$ cat src/pilm_pkg.sv
`default_nettype none

package pilm_pkg;

    localparam int LITERAL_LEN = 7;

    typedef enum logic [1:0] {
        VERDICT_NO_MATCH = 2'd0,
        VERDICT_MATCH    = 2'd1,
        VERDICT_SHORT    = 2'd2
    } verdict_t;

    localparam logic [7:0] CHAR_0     = 8'h30;
    localparam logic [7:0] CHAR_9     = 8'h39;
    localparam logic [7:0] CHAR_LO_A  = 8'h61;
    localparam logic [7:0] CHAR_LO_F  = 8'h66;
    localparam logic [7:0] CHAR_UP_A  = 8'h41;
    localparam logic [7:0] CHAR_UP_F  = 8'h46;
    localparam logic [7:0] CHAR_SPACE = 8'h20;

    function automatic logic is_dec(input logic [7:0] c);
        return (c >= CHAR_0) && (c <= CHAR_9);
    endfunction

    function automatic logic is_hex(input logic [7:0] c);
        return is_dec(c) || ((c >= CHAR_LO_A) && (c <= CHAR_LO_F))
            || ((c >= CHAR_UP_A) && (c <= CHAR_UP_F));
    endfunction

    // Characters of " ipp://" in order.
    function automatic logic [7:0] literal_char(input logic [2:0] idx);
        logic [7:0] c;
        case (idx)
            3'd0:    c = 8'h20;
            3'd1:    c = 8'h69;
            3'd2:    c = 8'h70;
            3'd3:    c = 8'h70;
            3'd4:    c = 8'h3a;
            3'd5:    c = 8'h2f;
            3'd6:    c = 8'h2f;
            default: c = 8'h00;
        endcase
        return c;
    endfunction

endpackage

`default_nettype wire

$ cat src/printer_idle_line_matcher_top.sv
// Printer idle line matcher.
// The slave stream carries one payload byte per word in s_tdata, with s_tlast
// on the final byte of each payload. The master stream carries one verdict per
// payload in m_tdata[1:0]: no match, matched, or a payload too short to judge.
// A verdict appears only for words with s_tlast set.
// Each byte is checked by a small phase machine in the cycle it is accepted,
// and the verdict is registered, so it shows on the master side in the
// cycle after the last byte is accepted. One byte is taken every cycle,
// but not a last byte behind a stalled verdict. A pending verdict that
// the receiver stalls holds in the output register; bytes without s_tlast
// are still accepted meanwhile, while a last byte waits until the pending
// verdict is taken. Synchronous reset clears the phase machine, the position
// count and the output valid, so the first byte after reset starts a new
// payload. The position count saturates just above the largest limit, which
// does not change any verdict.
`default_nettype none

module printer_idle_line_matcher_top #(
    parameter int MIN_PAYLOAD        = 20,
    parameter int FIRST_FIELD_LIMIT  = 8,
    parameter int SECOND_FIELD_LIMIT = 12
) (
    input  wire logic       aclk,
    input  wire logic       aresetn,
    input  wire logic       s_tvalid,
    output logic            s_tready,
    input  wire logic [7:0] s_tdata,   // [7:0] payload_byte
    input  wire logic       s_tlast,   // last_byte
    output logic            m_tvalid,
    input  wire logic       m_tready,
    output logic [7:0]      m_tdata    // [1:0] verdict, [7:2] zero
);
    import pilm_pkg::*;

    localparam int LIMIT_MAX = (MIN_PAYLOAD > SECOND_FIELD_LIMIT) ?
        ((MIN_PAYLOAD > FIRST_FIELD_LIMIT) ? MIN_PAYLOAD : FIRST_FIELD_LIMIT) :
        ((SECOND_FIELD_LIMIT > FIRST_FIELD_LIMIT) ? SECOND_FIELD_LIMIT
                                                  : FIRST_FIELD_LIMIT);
    localparam int POS_CAP = LIMIT_MAX + 1;
    localparam int PW      = $clog2(POS_CAP + 1);

    typedef enum logic [2:0] {
        PH_LEAD,
        PH_FIRST,
        PH_SECOND_LEAD,
        PH_SECOND,
        PH_LITERAL,
        PH_DONE
    } phase_t;

    phase_t      phase_reg, phase_next;
    logic [PW-1:0] pos_reg, pos_next;
    logic [2:0]  lit_reg, lit_next;
    logic        found_reg, found_next;
    logic        m_valid_reg;
    verdict_t    verdict_reg, verdict_next;
    logic        accept;
    logic        lit_hit;

    assign s_tready = !m_valid_reg || m_tready || !s_tlast;
    assign accept   = s_tvalid && s_tready;
    assign m_tvalid = m_valid_reg;
    assign m_tdata  = {6'd0, verdict_reg};

    always_comb begin
        logic [2:0] k;
        k          = (phase_reg == PH_SECOND) ? 3'd0 : lit_reg;
        phase_next = phase_reg;
        lit_next   = lit_reg;
        found_next = found_reg;
        lit_hit    = (s_tdata == literal_char(k)) && (k < 3'(LITERAL_LEN));
        unique case (phase_reg)
            PH_LEAD: begin
                phase_next = is_dec(s_tdata) ? PH_FIRST : PH_DONE;
            end
            PH_FIRST: begin
                if (!((pos_reg <= PW'(FIRST_FIELD_LIMIT)) && is_hex(s_tdata))) begin
                    phase_next = (s_tdata == CHAR_SPACE) ? PH_SECOND_LEAD : PH_DONE;
                end
            end
            PH_SECOND_LEAD: begin
                phase_next = is_dec(s_tdata) ? PH_SECOND : PH_DONE;
            end
            PH_SECOND, PH_LITERAL: begin
                if (phase_reg == PH_LITERAL
                    || !((pos_reg <= PW'(SECOND_FIELD_LIMIT)) && is_dec(s_tdata))) begin
                    lit_next = k;
                    if (!lit_hit) begin
                        phase_next = PH_DONE;
                    end else begin
                        lit_next = k + 3'd1;
                        if (k + 3'd1 == 3'(LITERAL_LEN)) begin
                            found_next = 1'b1;
                            phase_next = PH_DONE;
                        end else begin
                            phase_next = PH_LITERAL;
                        end
                    end
                end
            end
            default: begin
                phase_next = PH_DONE;
            end
        endcase

        pos_next = (pos_reg < PW'(POS_CAP)) ? pos_reg + PW'(1) : pos_reg;

        if (pos_next <= PW'(MIN_PAYLOAD)) begin
            verdict_next = VERDICT_SHORT;
        end else if (found_next) begin
            verdict_next = VERDICT_MATCH;
        end else begin
            verdict_next = VERDICT_NO_MATCH;
        end
    end

    always_ff @(posedge aclk) begin
        if (!aresetn) begin
            phase_reg   <= PH_LEAD;
            pos_reg     <= '0;
            lit_reg     <= '0;
            found_reg   <= 1'b0;
            m_valid_reg <= 1'b0;
            verdict_reg <= VERDICT_NO_MATCH;
        end else begin
            if (accept) begin
                if (s_tlast) begin
                    phase_reg   <= PH_LEAD;
                    pos_reg     <= '0;
                    lit_reg     <= '0;
                    found_reg   <= 1'b0;
                    m_valid_reg <= 1'b1;
                    verdict_reg <= verdict_next;
                end else begin
                    phase_reg <= phase_next;
                    pos_reg   <= pos_next;
                    lit_reg   <= lit_next;
                    found_reg <= found_next;
                    if (m_tready) begin
                        m_valid_reg <= 1'b0;
                    end
                end
            end else if (m_tready) begin
                m_valid_reg <= 1'b0;
            end
        end
    end

endmodule

`default_nettype wire

$ cat config.mk
export PLATFORM = sky130hd
export DESIGN_NAME = printer_idle_line_matcher_top
export DESIGN_NICKNAME = d
export VERILOG_FILES = /design/src/pilm_pkg.sv /design/src/printer_idle_line_matcher_top.sv
export SDC_FILE = /design/constraint.sdc
export NUM_CORES = 1
export LEC_CHECK = 0
export ABC_AREA = 1
export ABC_CLOCK_PERIOD_IN_PS = 4450
export BUFFER_PORTS_ARGS = -buffer_cell sky130_fd_sc_hd__buf_4
export CAP_MARGIN = 20
export CORE_UTILIZATION = 55
export CTS_CLUSTER_SIZE = 12
export DETAILED_ROUTE_END_ITERATION = 6
export PLACE_DENSITY = 0.75
export SLEW_MARGIN = 20
export SYNTH_ARGS = -nofsm -noshare
export SYNTH_HDL_FRONTEND = slang
export SYNTH_SLANG_ARGS = --single-unit
$ cat constraint.sdc
create_clock -name aclk -period 4.45 [get_ports aclk]
set_input_delay 0.89 -clock aclk [delete_from_list [all_inputs] [get_ports aclk]]
set_output_delay 0.89 -clock aclk [all_outputs]
set_load 0.02 [all_outputs]
Yosys cells after proc, flatten, opt, wreduce, memory -nomap -nowiden
Cells that the tools add are included.
W data, S select, Z words.
- bits in registers: 15
- input port bits: 13
- output and inout port bits: 10
- logic and storage cells: 86
- add/subtract/negate cells: 2
- magnitude comparators: 11
- eq/ne operators: 15
- mux-type cells: 27
- reduce and logical (&&, ||, !) cells: 25
- operators with widths (kind ; number):
    $pmux W7 S5 ; 1
    $mux W3 ; 11
    $ge A8 B7 Y1 const B ; 2
    $le A8 B7 Y1 const B ; 2
    $eq A3 B3 Y1 const B ; 5
    $eq A3 B2 Y1 const B ; 4
    $pmux W3 S4 ; 1
    $mux W1 ; 11
    $le A5 B4 Y1 const B ; 2
    $mux W5 ; 2
    $eq A8 B6 Y1 const B ; 1
    $eq A8 B8 Y1 ; 1
    $ge A8 B6 Y1 const B ; 1
    $le A8 B6 Y1 const B ; 1
    $logic_and A1 B1 Y1 ; 7
    $eq A3 B1 Y1 const B ; 2
    $logic_not A3 Y1 ; 2
    $ne A3 B3 Y1 const B ; 2
    $reduce_and A3 Y1 ; 2
    $reduce_or A2 Y1 ; 3
    $add A5 B1 Y5 const B ; 1
    $le A5 B5 Y1 const B ; 1
    $logic_or A1 B1 Y1 ; 5
    $lt A5 B5 Y1 const B ; 1
    6 further kinds ; 9

Depth between registers and ports, before layout
Gate-level depths: netlist of the first run.
- depth in word-level cells: 12
- mapped depth: 19

Worst setup path before layout of the first run
OpenSTA, ideal clock, no wires.
- kind: reg-to-reg
- from: register phase_reg[2]
- to: register found_reg
- arrival: 2.087 ns
- path slack: 2.291 ns
- cell stages (with the launch flop): 19
- buffers on the path: 0
- period minus slack after synthesis: 2.159 ns
- path through: dfxtp_1 -> inv_2 -> nand3_4 -> inv_1 -> nor2_1 -> inv_1 -> ha_1 -> inv_1 -> nand2_1 -> nand3_2 -> nand2_1 -> nand2_1 -> nand2_2 -> nor2_4 -> nand2_4 -> nor2_4 -> nand2_1 -> nand2_1 -> nor3b_2
- word-level cells in the longest chain between the ends: 11
- ends and longest elaborated chain (item ; line ; text):
    start: declaration ; printer_idle_line_matcher_top.sv:51 ; phase_t phase_reg, phase_next;
    start signal: assignment ; printer_idle_line_matcher_top.sv:135 ; phase_reg <= phase_next;
    $eq A3 B2 Y1 ; printer_idle_line_matcher_top.sv:67, printer_idle_line_matcher_top.sv:72 ;
    $mux W3 ; printer_idle_line_matcher_top.sv:67 ; k = (phase_reg == PH_SECOND) ? 3'd0 : lit_reg;
    $eq A3 B3 Y1 or $eq A3 B2 Y1 (tied branches) ; pilm_pkg.sv:33 ; case (idx)
    $reduce_or A2 Y1 (no source line) ; n/a ;
    $pmux W7 S5 ; pilm_pkg.sv:33 ;
    $eq A8 B8 Y1 ; printer_idle_line_matcher_top.sv:71 ; lit_hit = (s_tdata == literal_char(k)) && (k < 3'(LITERAL_LEN));
    $logic_and A1 B1 Y1 ; printer_idle_line_matcher_top.sv:71 ;
    $mux W1 ; printer_idle_line_matcher_top.sv:88 ; if (!lit_hit) begin
    $mux W1 ; printer_idle_line_matcher_top.sv:85 ; if (phase_reg == PH_LITERAL
    $mux W1 * ; printer_idle_line_matcher_top.sv:72 ; unique case (phase_reg)
    $mux W1 * ; printer_idle_line_matcher_top.sv:127 ; if (s_tlast) begin
    end signal: assignment ; printer_idle_line_matcher_top.sv:138 ; found_reg <= found_next;
    end: declaration ; printer_idle_line_matcher_top.sv:54 ; logic found_reg, found_next;
Mark *: on every way between the ends. The rest lies on a longest branch, timed or not.
A chain may end at the register's enable or synchronous reset.

Worst setup path after layout of the first run
Same ends and word-level chain as after synthesis.

==> results of run 1 <==
==> power breakdown <==
group / internal [W] / leakage [nW] / switching, W
clock network: 0.0000348 / 0.0150 / 0.0000426
registers: 0.000137 / 0.122 / 0.00000293
logic: 0.0000229 / 0.622 / 0.0000397
total: 0.000195 / 0.759 / 0.0000853
==> cells by family after synthesis <==
| kind of cell | Yosys count |
|---|---|
| AO/OA/AOI/OAI | 29 |
| XOR/XNOR | 4 |
| adder cells (fa/ha/maj) | 8 |
| buffers and inverters | 48 |
| flip-flops | 15 |
| other | 1 |
| AND/OR/NAND/NOR | 121 |
==> layout by cell type, fill, tap and decap left out, drive strengths merged <==
cell    synthesis  final
buf             6     16
conb            1      6
a21oi          13     13
o21ai          12     12
inv            41     41
nand3          24     24
nor4            2      2
nand4           7      7
xor2            4      4
o211a           1      1
clkbuf          1      4
nor3b           1      1
ha              8      8
o211ai          1      1
o21bai          1      1
a211o           1      1
nand2          66     66
nor2           16     16
dfxtp          15     15
nor3            5      5
==> area by class of cell <==
| class | instances | area (sq um) | share of cell area [%] |
|---|---|---|---|
| clock buffers | 4 | 26.3 | 1.66 |
| inverters | 41 | 154 | 9.73 |
| multi-input cells | 168 | 943 | 59.7 |
| flip-flops and latches | 15 | 300 | 19.0 |
| well taps | 30 | 37.5 | 2.37 |
| repair buffers | 16 | 120 | 7.59 |
==> layer usage <==
| layer | vias to the layer above | share of wire (%) | track usage [%] |
|---|---|---|---|
| met5 | - | 0 | 0 |
| met4 | 0 | 1.7 | 9.21 |
| met3 | 7 | 3.0 | 1.72 |
| met2 | 34 | 50 | 42.8 |
| met1 | 643 | 45 | 27.4 |
| li1 | 747 | - | - |
==> how the worst min path moves through the flow <==
stage                        start             end  slack, ns  cells after the start
floorplan               pos_reg[3]      pos_reg[3]       0.46                      2
global placement        pos_reg[3]      pos_reg[3]       0.48                      2
detailed placement  verdict_reg[0]  verdict_reg[0]       0.46                      2
CTS                 verdict_reg[0]  verdict_reg[0]       0.48                      2
global route        verdict_reg[0]  verdict_reg[0]       0.52                      2
finish              verdict_reg[0]  verdict_reg[0]       0.48                      2
==> stage by stage <==
step	hold WS [ns]	setup slack (ns)	std cells	total power, W
after CTS	0.479	1.96	274	0.000282
after detailed placement	0.463	1.92	270	0.000206
after global placement	0.475	1.88	270	0.000206
after global routing	0.518	1.70	274	0.000295
after floorplan	0.458	2.29	231	0.000189
final	0.478	1.96	274	0.000280
==> worst max-delay path, delay by kind of cell (launching register included) <==
kind,cells,cell delay (ns)
buf+inv,4,0.38
fa+ha+maj,1,0.24
flops,1,0.37
simple gates,13,1.43
==> results by stage, run 1 <==
Status:
- The flow ran to the end, and the final reports show no timing, DRC or antenna violations.

Timing:
- The number of hold violations in the final report is 0.
- Setup violations remaining at the end of the flow were counted as 0.
- The setup skew after layout is 0.00346 ns.
- The sum of negative setup slack is 0 ns.
- Setup repair after global routing left no endpoint under its margin.
- The final number of max-transition violations is 0.
- The time the worst path needs with I/O delays and setup is 2.49 ns.
- Based on the critical path, the design can be clocked at up to 401 MHz.
- The ratio of final minimum period to clock period is 56.1%.

Route:
- Dividing the detail-routed wire length by the instance count gives between 10 and 15 microns.
- The first TritonRoute pass finished after 4 iterations.
- The number of vias in the routed layout is about 1400.
- The final wirelength is 3.00 mm.
- After the first detailed-routing iteration, the DRC count stood at 26.
- The detail route stage leaves a number of antenna-violating nets equal to 0.
- The average vias per placed instance is 5.22.
- In the routed design, unresolved DRC markers number 0.

GRT:
- The leftover overflow at the end of global routing is 0.
- The initial antenna violation count is 0.
- Entering global routing, the biggest net connects 12 pins.
- The number of global-route vias before repair was 1225.
- The combined global-route utilization of all metal layers is roughly a quarter.
- The wire length of the first global-routing pass is just under 5 mm.

Synthesis:
- The simple-gate share of the synthesized area is 43.9%.
- The number of warnings reported in the yosys synthesis log is 0.
- The complex-gate fraction of the synthesized area is 11.1%.
- The fraction of synthesis flops using an asynchronous set or reset pin is 0%.
- Summing the sequential cell areas from Yosys gives 21.0% of the chip area.
- The dominant cell type by area after synthesis is sky130_fd_sc_hd__dfxtp_1.
- By area the synthesized netlist is led by sky130_fd_sc_hd__dfxtp_1, sky130_fd_sc_hd__nand2_1, sky130_fd_sc_hd__inv_1.
- The mux contribution to synthesized area is 0%.
- For this run, the leading register cell type out of synthesis is sky130_fd_sc_hd__dfxtp_1.
- The cell area that synthesis handed to floorplanning was 1430 sq um.
- After synthesis, the largest area contributor takes up 21.0% of total cell area.
- Summing the areas of all fa, ha and maj instances in the mapped netlist gives roughly 7% of the synthesized area.
- The average instance in the mapped netlist occupies 6.32 sq um.
- In this run, synthesis produced a sequential element count of 15.
- Counting instances in the post-synthesis netlist gives the leading cell types as sky130_fd_sc_hd__nand2_1, sky130_fd_sc_hd__inv_1, sky130_fd_sc_hd__nand3_1.
- The synthesized netlist devotes 2.45% of its cell area to XOR and XNOR gates.
- The number of enable flip-flop cells after synthesis is 0.
- The combinational family with the most area after synthesis is simple AND/OR/NAND/NOR gates.
- The count of distinct cell types in the synthesized netlist is 27.
- The synthesized instance count is roughly 230.
- The most common cell in the synthesized netlist is sky130_fd_sc_hd__nand2_1.

Final layout:
- The number of nets in the layout is approximately 270.
- The area overhead of the layout relative to synthesis is 10.8%.
- The register with the most flip-flops in the layout has 5 of them.
- Once layout is done, the placed cells without fillers occupy approximately 1600 sq um.
- The layout cell share with drive strength beyond 1 is between 10% and 20%.
- The number of fill cells is 237.
- The utilization of the core after routing is 64.4%.
- The number of inserted diodes is 0.

CTS:
- The clock latency reported for the late side of the worst-skew pair is about 0.28 ns.
- Clock-pin slew was measured on the worst setup and hold paths at 0.08 ns.
- Clock tree synthesis selected as its root buffer the cell sky130_fd_sc_hd__clkbuf_4.
- The number of buffers on the longest clock path is 2.
- The number of sinks on the clock net is 15.
- For this design, the CTS-stage hold fixing added 0 buffers.
- After clock tree synthesis, the setup repair step added 0 buffers.
- The clock tree from TritonCTS is done.
- After clock tree synthesis, the repair step resized 0 gates.
- The number of clock buffers added by TritonCTS is 3.
- CTS built an H-tree with a depth of 1.

Pwr:
- The ratio of total power to cell area is between 150 and 200 nW/um^2.
- The total leakage power is 0.759 nW.
- The worst voltage drop across the vdd grid is about 0.00018 V.

Floorplanning:
- The floorplan has 18 rows.
- The die width is 52.9 microns.
- During I/O placement, the number of pins put on the boundary was 23.
- The height of the chip is 52.9 microns.
- After floorplanning, the core was sized to cover 2450 sq um.
- Once the floorplan was initialized, standard cells occupied 58.2% of the core.
- The die covers 2800 sq um.

Critical path:
- In this run the register-to-register setup slack is 1.96 ns.
- STA puts the critical path data required time at around 4.7 ns.
- The start point of the critical path is phase_reg[2].
- The signal on the critical path passes through inv_2 -> nand3_4 -> inv_1 -> nor2_1 -> inv_1 -> ha_1 -> inv_1 -> nand2_1 -> nand3_2 -> nand2_1 -> nand2_1 -> nand2_1 -> nor2_4 -> nand3_4 -> nor2_4 -> nand2_1 -> nand2_1 -> nor3b_2.
- The element type at the critical path start is a flop.
- The critical path ends at found_reg.
- The reg-to-reg critical path startpoint is phase_reg[2].
- The largest single stage delay on the critical path is 0.37 ns.
- The kind of critical path is flop to flop.
- The kind of capture point of the worst setup path is a flop.
- The arrival time of data at the critical path endpoint is 2.71 ns.
- Among the stages of the critical path, the cell type that occurs most often is sky130_fd_sc_hd__nand2_1.
- The depth of the most critical reg-to-reg path is 18.
- The worst register-to-register path ends at found_reg.
- The slowest stage of the critical path belongs to the cell sky130_fd_sc_hd__dfxtp_1.
- The maximum net fanout on the critical path is 9.

Run:
- The count of max-cap constraint violations is 0.

Place:
- Input and output buffers added on the ports amount to 16.
- The placement-stage cell area is 1560 sq um.
- Summed over all nets, the half-perimeter wirelength after detailed placement is around 2.5 mm.
- At the end of routability-driven placement, the weighted congestion stood at 0.902.

Hold path:
- In this run the worst hold path is classified as flop to flop.
Power figures use the tool's default switching activity.
==> inputs of run 2 (changes only) <==
ABC_CLOCK_PERIOD_IN_PS = 2000   (was 4450)
CORE_UTILIZATION = 51   (was 55)
PLACE_DENSITY = 0.73   (was 0.75)
clock period = 2 ns   (was 4.45 ns; I/O delays follow)
==> run 2 against run 1 <==
Net effect:
- the run now ends with negative setup slack left
- utilization grew 9.0 points
- worst setup slack lost 2.0 ns
- clock skew grew 0.0062 ns
- routed wire length grew 28%
- worst hold slack lost 0.11 ns
- combinational power grew to 2.5 times the previous value
- sequential share of layout area shrank 2.7 points
- critical endpoint unchanged
==> results by stage, run 2 (synthesis gave the netlist of run 1 again) <==
CTS:
- The clock latency reported for the late side of the worst-skew pair is 0.29 ns.
- The cts-stage hold buffer count is 0.
- The number of buffers on the longest clock path is 2.
- The root buffer selected by CTS is sky130_fd_sc_hd__clkbuf_4.
- TritonCTS built the clock tree.
- In this run the number of H-tree levels came out at 1.
- Clock tree synthesis inserted a total of 3 buffers.
- The clock drives 15 sinks.
- The clock transition at the registers of the reported paths is 0.10 ns.

Critical path:
- The kind of capture point of the worst setup path is a flop.
- Along the worst path, the maximum fanout reaches 5.
- For the worst setup path, the data required time is 2.22 ns.
- The kind of critical path is flop to flop.
- The worst setup path is launched from a flop.
- STA puts the critical path data arrival time at 2.30 ns.

Pwr:
- The worst voltage drop across the vdd grid is 0.000369 V.
- Dividing total power by cell area gives a power density of 345 nW/um^2.
- The total leakage power is 0.896 nW.

Route:
- Detailed routing placed a total of 164 microns of wire on met3.
- The count of routing violations after the opening detailed-route iteration is 27.
- The detailed router put a total of 1.63 mm of wire on met1.
- The post-detailed-route wirelength per cell is 12.8 microns.
- Summed over all layers, the routed wires come to just under 4 mm.
- For this block, the via count after detailed routing is 1584.
- The number of iterations in the first detailed-routing pass is 4.
- In the detailed route, the total length drawn on met2 is 1.90 mm.
- Using the TritonRoute via totals, the vias-per-cell ratio works out to 5.28.
- The highest layer used for signal routing is met4.
- The post-detailed-route DRC marker count is 0.
- The count of antenna-violating nets left after detailed routing is 0.

Status:
- The checks that failed: negative setup slack.
- The run finished, with violations left.

Floorplanning:
- In this run the core area contains 18 standard-cell rows.
- From left edge to right edge, the die measures around 55 microns.
- The height of the chip is 54.9 microns.
- The I/O pin count is 23.
- The area inside the core boundary is 2570 sq um.
- The die area is 3010 sq um.
- The initial core utilization is 55.6%.

Final layout:
- The finished layout holds 300 standard cells, fillers aside.
- 0 antenna diodes ended up in the layout.
- Compared with the post-synthesis result, the final layout area differs by 32.1%.
- The library cell used most frequently in the layout, excluding fill and tap cells, is sky130_fd_sc_hd__nand2_1.
- The number of flip-flops in the largest register is 5.
- For this run, the share of the core covered by cells in the final layout is 73.4%.
- Of the cells placed in the final design, the portion with a size suffix greater than 1 is 31.9%.
- The library cells used most frequently in the layout, excluding fill and tap cells, are sky130_fd_sc_hd__nand2_1, sky130_fd_sc_hd__buf_4, sky130_fd_sc_hd__inv_1.
- The number of nets in the layout is ~300.
- After routing the design area is 1890 sq um.

GRT:
- The maximum number of pins on one net before global-route repair is 12.
- The initial antenna violation count is 0.
- The wire length of the first global-routing pass is 5.98 mm.
- The number of global-route vias before repair is around 1400.
- The total overflow left after global routing is 0.
- The combined global-route utilization of all metal layers is 28.2%.

Timing:
- For the final database, setup skew stands at 0.00963 ns.
- The number of hold violations in the final report is 0.
- The achievable frequency is 483 MHz.
- Setup slack on the critical path of the routed design comes to -0.0723 ns.
- The time the worst path needs with I/O delays and setup is 2.07 ns.
- The final number of max-transition violations came to 0.
- The ratio of final minimum period to clock period is 104%.
- The number of endpoints failing setup at the final stage is 5.
- Setup repair after global routing could not meet its margin everywhere.

Place:
- Once detailed placement completed, the half-perimeter wirelength came to between 3 and 4 mm.
- Once placement finished, the instance area stood at roughly 1800 sq um.
- Including well taps, the total number of placed cells is approximately 290.
- In this run the tool buffered the top-level ports with 16 buffer cells.
- The final estimated routing congestion in global placement is 0.915.

Hold path:
- The tightest min-delay check is of the input port to flop type.

Run:
- The tool flagged a number of max-cap violations equal to 0.
==> run 2: cell count changes in the layout (fill, tap and decap cells not counted), moves of 2 or more <==
cell,previous run,this run
sky130_fd_sc_hd__buf_4,16,40
sky130_fd_sc_hd__buf_6,0,2
sky130_fd_sc_hd__dfxtp_1,15,10
sky130_fd_sc_hd__dfxtp_2,0,5
sky130_fd_sc_hd__ha_1,8,4
sky130_fd_sc_hd__ha_4,0,3
sky130_fd_sc_hd__inv_1,39,33
sky130_fd_sc_hd__inv_2,2,6
sky130_fd_sc_hd__inv_4,0,2
sky130_fd_sc_hd__nand2_1,60,58
sky130_fd_sc_hd__nor2_1,13,11
sky130_fd_sc_hd__nor2_4,3,5
==> run 2: final timing paths <==
kind / startpoint / endpoint / slack, ns / cells past startpoint
hold / removal: aresetn / verdict_reg[1] / 0.37 / 2
hold reg to reg: pos_reg[3] / pos_reg[3] / 0.50 / 2
setup reg to reg: phase_reg[2] / found_reg / -0.07 / 14
setup / recovery: phase_reg[2] / found_reg / -0.07 / 14
==> run 2: what timing repair did <==
item | CTS | global route
pin swaps | 15 | 7
setup buffers | 4 | 2
resized for setup | 9 | 4
gates cloned | 0 | 0
hold endpoints to repair | 0 | 0
endpoints found under the setup margin | 6 | 8
==> run 2: critical path, stage by stage (launching register included) <==
cell and delay [ns]:
sky130_fd_sc_hd__dfxtp_2 0.33, sky130_fd_sc_hd__inv_2 0.07, sky130_fd_sc_hd__nand3_4 0.07, sky130_fd_sc_hd__inv_4 0.08
sky130_fd_sc_hd__nor2_4 0.05, sky130_fd_sc_hd__ha_2 0.21, sky130_fd_sc_hd__ha_4 0.16, sky130_fd_sc_hd__inv_2 0.06
sky130_fd_sc_hd__nand4_1 0.15, sky130_fd_sc_hd__xor2_2 0.23, sky130_fd_sc_hd__nand3_4 0.12, sky130_fd_sc_hd__nor2_4 0.16
sky130_fd_sc_hd__nand2_1 0.08, sky130_fd_sc_hd__nand2_1 0.09, sky130_fd_sc_hd__nor3b_2 0.14
==> run 2: through the flow <==
stage / total power (W) / TNS, ns / setup WS (ns) / hold WS (ns)
after floorplan: 0.000421 / -0.118 / -0.0444 / 0.458
after global placement: 0.000465 / -0.0374 / -0.0245 / 0.472
after detailed placement: 0.000470 / -0.497 / -0.113 / 0.487
after CTS: 0.000654 / -0.178 / -0.0705 / 0.368
after global routing: 0.000694 / -1.03 / -0.220 / 0.360
final: 0.000651 / -0.215 / -0.0723 / 0.370
==> run 2: per-layer routing <==
| metal | global-route usage (%) | vias up |
|---|---|---|
| met1 | 31.1 | 709 |
| met5 | 0 | - |
| met4 | 10.4 | 0 |
| met2 | 52.6 | 57 |
| met3 | 5.46 | 18 |
| li1 | - | 800 |
==> run 2: power by group <==
group	switching (W)	internal (W)	total, W
sequential	0.00000599	0.000306	0.000312
combinational	0.0000977	0.0000595	0.000157
clock	0.000107	0.0000745	0.000182
total	0.000211	0.000440	0.000651
==> run 2: final cells by class <==
class                   instances  area [sq um]
repair buffers                 42           323
multi-input cells             168          1030
well taps                      30          37.5
clock inverters                 1          5.00
fillers                       222           682
flip-flops and latches         15           307
inverters                      41           159
clock buffers                   3          22.5
==> inputs of run 3 (changes only) <==
BUFFER_PORTS_ARGS = -buffer_cell sky130_fd_sc_hd__buf_2   (was -buffer_cell sky130_fd_sc_hd__buf_4)
==> run 3 against run 2 <==
Net effect:
- the run still ends with negative setup slack left
- non-clock buffer count grew 5
- utilization down 0.58 points
- cell count up 1.7%
- design area decreased by 0.80%
- critical path depth increased by 3
- combinational power fell by 3%
- routed wire length down 14%
- sequential share of layout area about the same
- worst setup slack better by 0.022 ns
- total power fell by 2.1%
- worst hold slack better by 0.0088 ns
==> results by stage, run 3 (synthesis gave the netlist of run 1 again) <==
Floorplanning:
- The die area is 3010 sq um.
- After floorplanning, the core was divided into 18 placement rows.
- The height of the chip is approximately 55 microns.
- From left edge to right edge, the die measures ~55 microns.
- The initial utilization of the core area, before any placement, comes to a little under three fifths.
- The I/O pin count is 23.
- After floorplanning, the core was sized to cover 2570 sq um.

CTS:
- The root buffer selected by CTS is sky130_fd_sc_hd__clkbuf_4.
- For the worst-skew pair, the clock arrives at the later sink with an insertion delay of between 0.2 and 0.3 ns.
- The number of clock buffers inserted by TritonCTS is 3.
- TritonCTS built the clock tree.
- The clock drives 15 sinks.
- The clock transition at the registers of the reported paths is 0.09 ns.
- In this run the deepest clock path goes through 2 buffers.
- In this run the number of H-tree levels came out at 1.

Timing:
- The tightest hold margin is ~0.38 ns.
- The time the worst path needs with I/O delays and setup is between 2 and 2.5 ns.
- Adding up every negative setup slack in the final design gives -0.129 ns.
- Clock skew on the completed layout was measured at 0.00345 ns.
- The number of hold violations in the final report is 0.
- Once routing completed, OpenROAD measured the worst setup slack at -0.0498 ns.
- Static timing analysis puts the maximum clock frequency at 488 MHz.
- The number of endpoints failing setup at the final stage is 5.
- The final number of max-transition violations came to 0.
- Setup repair after global routing could not meet its margin everywhere.
- After layout, the worst path uses 102% of the clock period.

Critical path:
- The element type at the critical path start is a flop.
- The worst setup path is of the flop to flop kind.
- Of all nets on the critical path, the largest fanout is 5.
- The arrival time of data at the critical path endpoint is 2.28 ns.
- The worst setup path is captured at a flop.
- The data required time of the worst path is 2.23 ns.

Route:
- The final wirelength is 3.31 mm.
- The number of iterations in the first detailed-routing pass is 4.
- In this run the remaining antenna-violating nets after routing total 0.
- The post-detailed-route wirelength per cell is approximately 11 microns.
- In the routed design, unresolved DRC markers number 0.
- The number of vias in the routed layout is roughly 1500.
- The average vias per placed instance is 4.97.
- The count of routing violations after the opening detailed-route iteration is 38.

Hold path:
- The worst hold path class is input port to flop.

Run:
- The count of max-cap constraint violations is 0.

GRT:
- In the global route stage, met3 resource usage came out at 2.73%.
- Summed over all layers, the global routing overflow is 0.
- The layer flagged by global routing as most heavily used is met2.
- Global routing consumed, over all layers together, 24.2% of the routing resources.
- The number of global-route vias before repair came to 1305.
- The met2 capacity usage during global routing is between 40% and 50%.
- The met1 capacity usage during global routing is approximately 27%.
- The first global-routing pass estimated 5.18 mm of wire.
- The maximum number of pins on one net before global-route repair is 12.
- The initial antenna violation count is 0.

Final layout:
- Of the cells placed in the final design, the portion with a size suffix greater than 1 is about a third.
- Relative to the synthesized area, the layout overhead comes to 31.0%.
- The sequential cell area in the final layout is between 300 and 400 sq um.
- The top cell types in the final layout, fill and taps aside, are sky130_fd_sc_hd__nand2_1, sky130_fd_sc_hd__inv_1, sky130_fd_sc_hd__buf_4.
- Counting the fill cells in the layout gives 201.
- The number of flip-flops in the largest register is 5.
- Summing all multi-input logic gate instances after layout gives 1020 sq um.
- Once layout is complete, the cells apart from fillers number 305.
- Leaving out fill and tap cells, the most frequent cell in the layout is sky130_fd_sc_hd__nand2_1.
- The utilization of the core after routing is 72.9%.
- The number of inserted diodes is 0.
- The number of nets in the layout is just under 300.

Place:
- The number of placed instances, taps included, is 294.
- The final estimated routing congestion in global placement is 0.840.
- OpenSTA, run right after detailed placement, puts the worst setup slack at -0.0889 ns.
- The post-detailed-placement half-perimeter wirelength is approximately 2.7 mm.
- Input and output buffers added on the ports amount to 16.

Pwr:
- The worst-case IR drop observed on VDD is ~0.0004 V.
- The total leakage power is 0.905 nW.
- Power spread over the standard cell area amounts to 341 nW/um^2.

Status:
- The run finished, with violations left.
- The final reports fail on negative setup slack.
[run 3: cell types whose count changed in the layout (fill, tap and decap cells not counted), sizes merged]
| cell | previous run | this run |
|---|---|---|
| buf | 42 | 47 |
[run 3: layout make-up]
type	count	area share, %
flip-flops and latches	15	16.3
clock inverters	1	0.268
clock buffers	3	1.20
multi-input cells	168	54.3
well taps	30	2.01
repair buffers	47	17.3
inverters	41	8.63
[run 3: worst paths after layout]
| kind | endpoint | slack, ns | depth (start not counted) | start |
|---|---|---|---|---|
| max | found_reg | -0.05 | 17 | phase_reg[2] |
| min | m_tvalid | 0.38 | 3 | aresetn |
| max reg2reg | found_reg | -0.05 | 17 | phase_reg[2] |
| min reg2reg | verdict_reg[0] | 0.48 | 2 | verdict_reg[0] |
[run 3: per-layer routing]
| layer | vias up | share of wire [%] |
|---|---|---|
| li1 | 809 | - |
| met5 | - | 0 |
| met4 | 0 | 2.7 |
| met2 | 36 | 50 |
| met3 | 9 | 3.9 |
| met1 | 663 | 43 |
[run 3: critical path, cell delays in order, from the launching register on]
cell	delay [ns]
sky130_fd_sc_hd__dfxtp_2	0.34
sky130_fd_sc_hd__inv_2	0.05
sky130_fd_sc_hd__nand3_4	0.08
sky130_fd_sc_hd__inv_4	0.05
sky130_fd_sc_hd__nor2_4	0.15
sky130_fd_sc_hd__inv_2	0.08
sky130_fd_sc_hd__ha_4	0.17
sky130_fd_sc_hd__buf_4	0.14
sky130_fd_sc_hd__nand2_4	0.08
sky130_fd_sc_hd__nand2_2	0.06
sky130_fd_sc_hd__nand2_2	0.07
sky130_fd_sc_hd__nand2_2	0.06
sky130_fd_sc_hd__nor2_4	0.09
sky130_fd_sc_hd__nand3_4	0.12
sky130_fd_sc_hd__nor2_4	0.16
sky130_fd_sc_hd__nand2_1	0.07
sky130_fd_sc_hd__nand2_1	0.08
sky130_fd_sc_hd__nor3b_2	0.14
[run 3: timing repair]
| action | in CTS | in global routing |
|---|---|---|
| hold buffers | 0 | 0 |
| setup buffers | 6 | 1 |
| endpoints found under the setup margin | 6 | 8 |
| pin swaps | 8 | 10 |
| gates cloned | 0 | 0 |
| resized for setup | 8 | 4 |
[run 3: where the power goes]
part           switching (W)  internal, W
Sequential        0.00000446     0.000306
Clock               0.000100    0.0000745
Combinational      0.0000946    0.0000585
Total               0.000199     0.000439
[run 3: stage by stage]
| step | cell area [sq um] | power [W] |
|---|---|---|
| 2_1_floorplan | 1500 | 0.000421 |
| 4_1_cts | 1850 | 0.000646 |
| 6_report | 1870 | 0.000638 |
| 3_3_place_gp | 1750 | 0.000466 |
| 5_1_grt | 1870 | 0.000680 |
| 3_5_place_dp | 1750 | 0.000466 |
